## src/sv/tlb_with_page_table_walk_defines.svh

```systemverilog
// ----------------------------------------------------------------------------
// TLB with page table walk: assertion macros
// Concurrent assertion helpers used by the top level; empty when SYNTH is set.
// ----------------------------------------------------------------------------
`ifndef TLB_WITH_PAGE_TABLE_WALK_DEFINES_SVH
`define TLB_WITH_PAGE_TABLE_WALK_DEFINES_SVH
`ifndef SYNTH
`define TLBW_ASSERT_IMP(label, clk, rst_n, ante, cons) \
	label: assert property (@(posedge clk) disable iff (!rst_n) (ante) |-> (cons)) \
		else $error("tlbw assertion failed");
`define TLBW_ASSERT_NEXT(label, clk, rst_n, ante, cons) \
	label: assert property (@(posedge clk) disable iff (!rst_n) (ante) |=> (cons)) \
		else $error("tlbw assertion failed");
`else
`define TLBW_ASSERT_IMP(label, clk, rst_n, ante, cons)
`define TLBW_ASSERT_NEXT(label, clk, rst_n, ante, cons)
`endif
`endif

```

## src/sv/tlbw_ram.sv

```systemverilog
// ----------------------------------------------------------------------------
// TLB with page table walk: simple dual-port RAM
// One write port and one read port with registered read data.
// ----------------------------------------------------------------------------
module tlbw_ram #(
	parameter int WIDTH = 16,
	parameter int DEPTH = 256
) (
	input  logic                     clk,
	input  logic                     we,
	input  logic [$clog2(DEPTH)-1:0] waddr,
	input  logic [WIDTH-1:0]         wdata,
	input  logic [$clog2(DEPTH)-1:0] raddr,
	output logic [WIDTH-1:0]         rdata
);

	logic [WIDTH-1:0] mem_q [DEPTH];

	// Write port.
	always_ff @(posedge clk) begin
		if (we) begin
			mem_q[waddr] <= wdata;
		end
	end

	// Registered read port.
	always_ff @(posedge clk) begin
		rdata <= mem_q[raddr];
	end

endmodule

```

## config.mk

```make
export PLATFORM = sky130hd
export DESIGN_NAME = tlbw_ram
export DESIGN_NICKNAME = d
export VERILOG_FILES = /design/src/sv/tlb_with_page_table_walk_defines.svh /design/src/sv/tlbw_ram.sv
export SDC_FILE = /design/constraint.sdc
export NUM_CORES = 2
export LEC_CHECK = 0
export BUFFER_PORTS_ARGS = -buffer_cell sky130_fd_sc_hd__buf_2
export CAP_MARGIN = 0
export CORE_AREA = 2 2 677 679
export CTS_CLUSTER_SIZE = 12
export DETAILED_ROUTE_END_ITERATION = 16
export DIE_AREA = 0 0 679 681
export SYNTH_ARGS = -nofsm -noshare
export SYNTH_HDL_FRONTEND = slang
export SYNTH_SLANG_ARGS = --single-unit
```

## constraint.sdc

```tcl
create_clock -name clk -period 2.85 [get_ports clk]
set_input_delay 0.1425 -clock clk [delete_from_list [all_inputs] [get_ports clk]]
set_output_delay 0.1425 -clock clk [all_outputs]
set_load 0.01 [all_outputs]
```

; ---- Yosys cells after proc, flatten, opt, wreduce, memory -nomap -nowiden
; Memory sizes are Yosys's and may differ from the RTL's. A register that Yosys moved wholly into a read port is not among the register bits.
; Index checks and enable logic that the tools add are counted.
[classes]
mux = 2
[ops]
columns = cell, n
row1 = $mux W1, 2
[totals]
ff_bits = 0
ramBits = 4096
inputBits = 34
elab_cells = 3
memories = 1
[mem_list]
columns = memory, depth, word_bits, read_ports, rd_ports_with_merged_regs, write_ports, line
row1 = mem_q, 256, 16, 1, 1, 1, tlbw_ram.sv:17  ; logic [WIDTH-1:0] mem_q [DEPTH];

; ---- Logic depth before layout (Yosys ltp)
[depth]
ltp_word = 2
depth_mapped = 12
ltp_nobuf = 6

; ---- Worst setup path before layout
; OpenSTA, ideal clock, no wires.
[synth_path]
kind = input-to-reg
startpoint = input waddr[3]
endpoint = memory mem_q[235][0] (enable)
setup_ps = 388
arrival_time_ps = 1919
setup_slack_ps = 542
path_stages = 6
cell_sequence = clkbuf_1 nor2b_1 clkbuf_1 nand4_1 clkbuf_1 nor2_1
[synth_rtl]
columns = item, line
row1 = "start, declared", tlbw_ram.sv:11  ; input logic [$clog2(DEPTH)-1:0] waddr,
row2 = "end, declared", tlbw_ram.sv:17
; Straight into the memory's write port.

==> impl_metrics.env <==
export IMPL_yosysWarnings=0
export IMPL_worstMarginPinSlew_ns=1.175
export IMPL_tns_ns=0
export IMPL_power_leakage_nw=59.42
export IMPL_start_kind="flip-flop"
export IMPL_synth_edf_count=4096
export IMPL_synth_area_um2=158700
export IMPL_timing_hold_ws_ns=0.07716
export IMPL_cp_slowest_stage_delay_ns=0.61
export IMPL_setup_violations=0
export IMPL_die_area_um2=462400
export IMPL_initial_utilization_pct=34.89
export IMPL_arrival_ns=3.56
export IMPL_period_minus_slack_ns=2.726
export IMPL_synthArstFlopShare_pct=0
export IMPL_hold_class="in -> reg"
export IMPL_dpl_hpwl_um=280900
export IMPL_cp_end_kind="flip-flop"
export IMPL_io_buffers=49
export IMPL_coreArea_um2=454900
export IMPL_drt_initial_drc_count=10649
export IMPL_placedCellCount=13965
export IMPL_clk_latency_ns=0.99
export IMPL_synth_compound_area_share_pct=3.537
export IMPL_cts_setup_buffers=0
export IMPL_finalWorstSetupSlack_ns=0.1240
export IMPL_row_count=248
export IMPL_area_growth_syn_to_layout_pct=17.08
export IMPL_grt_pass1_wl_um=622200
export IMPL_finalHoldViolations=0
export IMPL_overflow=0
export IMPL_synth_seq_cells=4112
export IMPL_vias_per_cell=5.552
export IMPL_min_from="wdata[9]"
export IMPL_period_share_pct=95.65
export IMPL_syn_nets=7394
export IMPL_io_pins=50
export IMPL_synth_top_family_by_area="multiplexers"
export IMPL_fp_dieH_um=681
export IMPL_gp_congestion=0.8984
export IMPL_holdPathEnd="mem_q[89][9]"
export IMPL_path_cells="mux4_2 -> mux2_2 -> a22oi_1 -> nand2_1 -> o32ai_1 -> buf_4 -> nor4_1"
export IMPL_finClkSkew_ns=0.07405
export IMPL_post_drt_wl_per_cell_um=30.17
export IMPL_peakVddDrop_v=0.0005848
export IMPL_drt_pre_antenna_iters=6
export IMPL_max_freq_ghz=0.3668
export IMPL_place_ws_ns=-0.6057
export IMPL_max_cap_violations=0
export IMPL_r2r_slack_ns=0.12
export IMPL_track_usage_pct=18.72
export IMPL_ys_dominant_reg_cell="edfxtp_1"
export IMPL_fillerInstances=39631
export IMPL_cp_buffers_inverters=1
export IMPL_whs_path_depth=2
export IMPL_final_common_cell="edfxtp_1"
export IMPL_rsz0062_at_grt="no"
export IMPL_finalNonFillerCells=14682
export IMPL_ys_seq_area_share_pct=77.70
export IMPL_cts_sinks=4112
export IMPL_wirelength_um=443000
export IMPL_fin_util_pct=40.85
export IMPL_synth_mux_area_share_pct=15.50
export IMPL_drc=0
export IMPL_synth_xor_xnor_area_share_pct=0
export IMPL_yosys_area_share_adder_pct=0
export IMPL_clk_pin_slew_worst_paths_ns=0.06
export IMPL_layout_drive_gt1_share_pct=28.84
export IMPL_status="finished, final reports clean"
export IMPL_grt_max_degree=117
export IMPL_cts_tree="built"
export IMPL_synth_cell_types=52
export IMPL_ant_nets=0
export IMPL_regToRegEndpoint="rdata[13]"
export IMPL_synthSimpleGateAreaFrac_pct=1.574
export IMPL_cp_top_family="compound AO/OA/AOI/OAI gates"
export IMPL_clockBufferDepth=4
export IMPL_r2r_cells=7
export IMPL_syn_instance_count=7360
export IMPL_final_cell_mix="edfxtp_1 (4096), buf_4 (878), mux4_2 (797)"
export IMPL_die_w_um=679
export IMPL_nets=8441
export IMPL_required_ns=3.68
export IMPL_maxSlewHeadroom_pct=21.69
export IMPL_vias=81511
export IMPL_clockRootBuffer="clkbuf_16"
export IMPL_ctsHtreeMaxLevel=5
export IMPL_critPathSlowestCell="a22oi_1"
export IMPL_slew_violations=0
export IMPL_worst_setup_path_type="reg -> reg"
export IMPL_rr_startpoint="mem_q[2][13]"
export IMPL_antenna_found_initial=22
export IMPL_avgSynthCellArea_um2=21.56
export IMPL_cts_made_buffers=413
export IMPL_power_density_nw_per_um2=665.5
export IMPL_grt_pass1_vias=81124
export IMPL_critPathMaxFanout=1
==> state kept, by name, summed over array words and instances (netlist names) <==
| name | cells |
|---|---|
| mem_q | 4096 |
| rdata | 16 |
==> kinds of logic (layout without fill, tap and decap cells) <==
group / Yosys count / in the layout
AO/OA/AOI/OAI: 786 / 786
multiplexers: 1450 / 1450
other: 0 / 16
buffers and inverters: 456 / 1762
flip-flops: 4112 / 4112
AND/OR/NAND/NOR: 556 / 556
==> where the power goes <==
part | switching, mW | internal (mW)
clock network | 22.3 | 27.4
logic | 4.46 | 2.71
registers | 0.109 | 66.7
total | 26.9 | 96.8
==> metrics by stage <==
stage	power [mW]	area (um2)
6_report	123.7	185800
5_1_grt	127.0	185800
4_1_cts	124.5	185800
3_5_place_dp	75.18	173400
3_3_place_gp	75.06	173400
2_1_floorplan	71.30	158700
==> metal layers <==
metal	global-route usage, %	wire, um	share of wire (%)
met1	25.24	175600	40
met4	6.041	15300	3.5
met2	30.93	215600	49
met3	3.208	36390	8.2
met5	0	40	0.0090
==> Yosys cell counts (16+ instances only) <==
cell type	n	area, um2
o22ai_1	148	925.9
a22o_1	32	280.3
buf_2	76	380.4
o221ai_1	252	2207
a211oi_1	18	135.1
nor4_1	17	106.4
o21ai_0	37	185.2
buf_6	77	867.1
a22oi_1	43	322.8
clkbuf_1	230	863.3
edfxtp_1	4096	123000
nor3_1	92	460.4
o31ai_1	16	120.1
nand4_1	26	162.7
buf_1	27	101.4
mux4_2	797	17950
mux2i_1	565	5655
nand2_1	38	142.6
mux2_2	88	991.0
nor2_1	304	1141
nand3_1	35	175.2
buf_4	26	195.2
a21oi_1	175	875.8
o32ai_1	20	175.2
dfxtp_1	16	320.3
a221oi_1	28	245.2
==> worst max-delay path by stage <==
stage | start | to | slack, ns | cells after the start
6_report | mem_q[2][13] | rdata[13] | 0.12 | 7
5_1_grt | mem_q[12][13] | rdata[13] | 0.12 | 7
4_1_cts | mem_q[2][13] | rdata[13] | 0.20 | 7
3_5_place_dp | raddr[0] | rdata[3] | -0.61 | 12
3_3_place_gp | raddr[0] | rdata[3] | -0.64 | 12
2_1_floorplan | waddr[3] | mem_q[235][0] | 0.54 | 6
==> timing repair <==
action	in CTS	in global routing
setup endpoints to repair	1	0
gates resized for setup	1	0
hold buffers	27	0
hold endpoints to repair	2984	0
==> area by class of cell <==
type / instances / area (um2) / area share (%)
flip-flops and latches: 4112 / 123300 / 66.36
multi-input cells: 2792 / 32910 / 17.71
clock buffers: 544 / 10960 / 5.898
repair buffers: 1084 / 9925 / 5.341
well taps: 6000 / 7507 / 4.040
clock inverters: 130 / 1130 / 0.6080
diodes: 16 / 40.04 / 0.02155
inverters: 4 / 27.53 / 0.01481
Note: power is estimated with default switching activity, not from simulation.
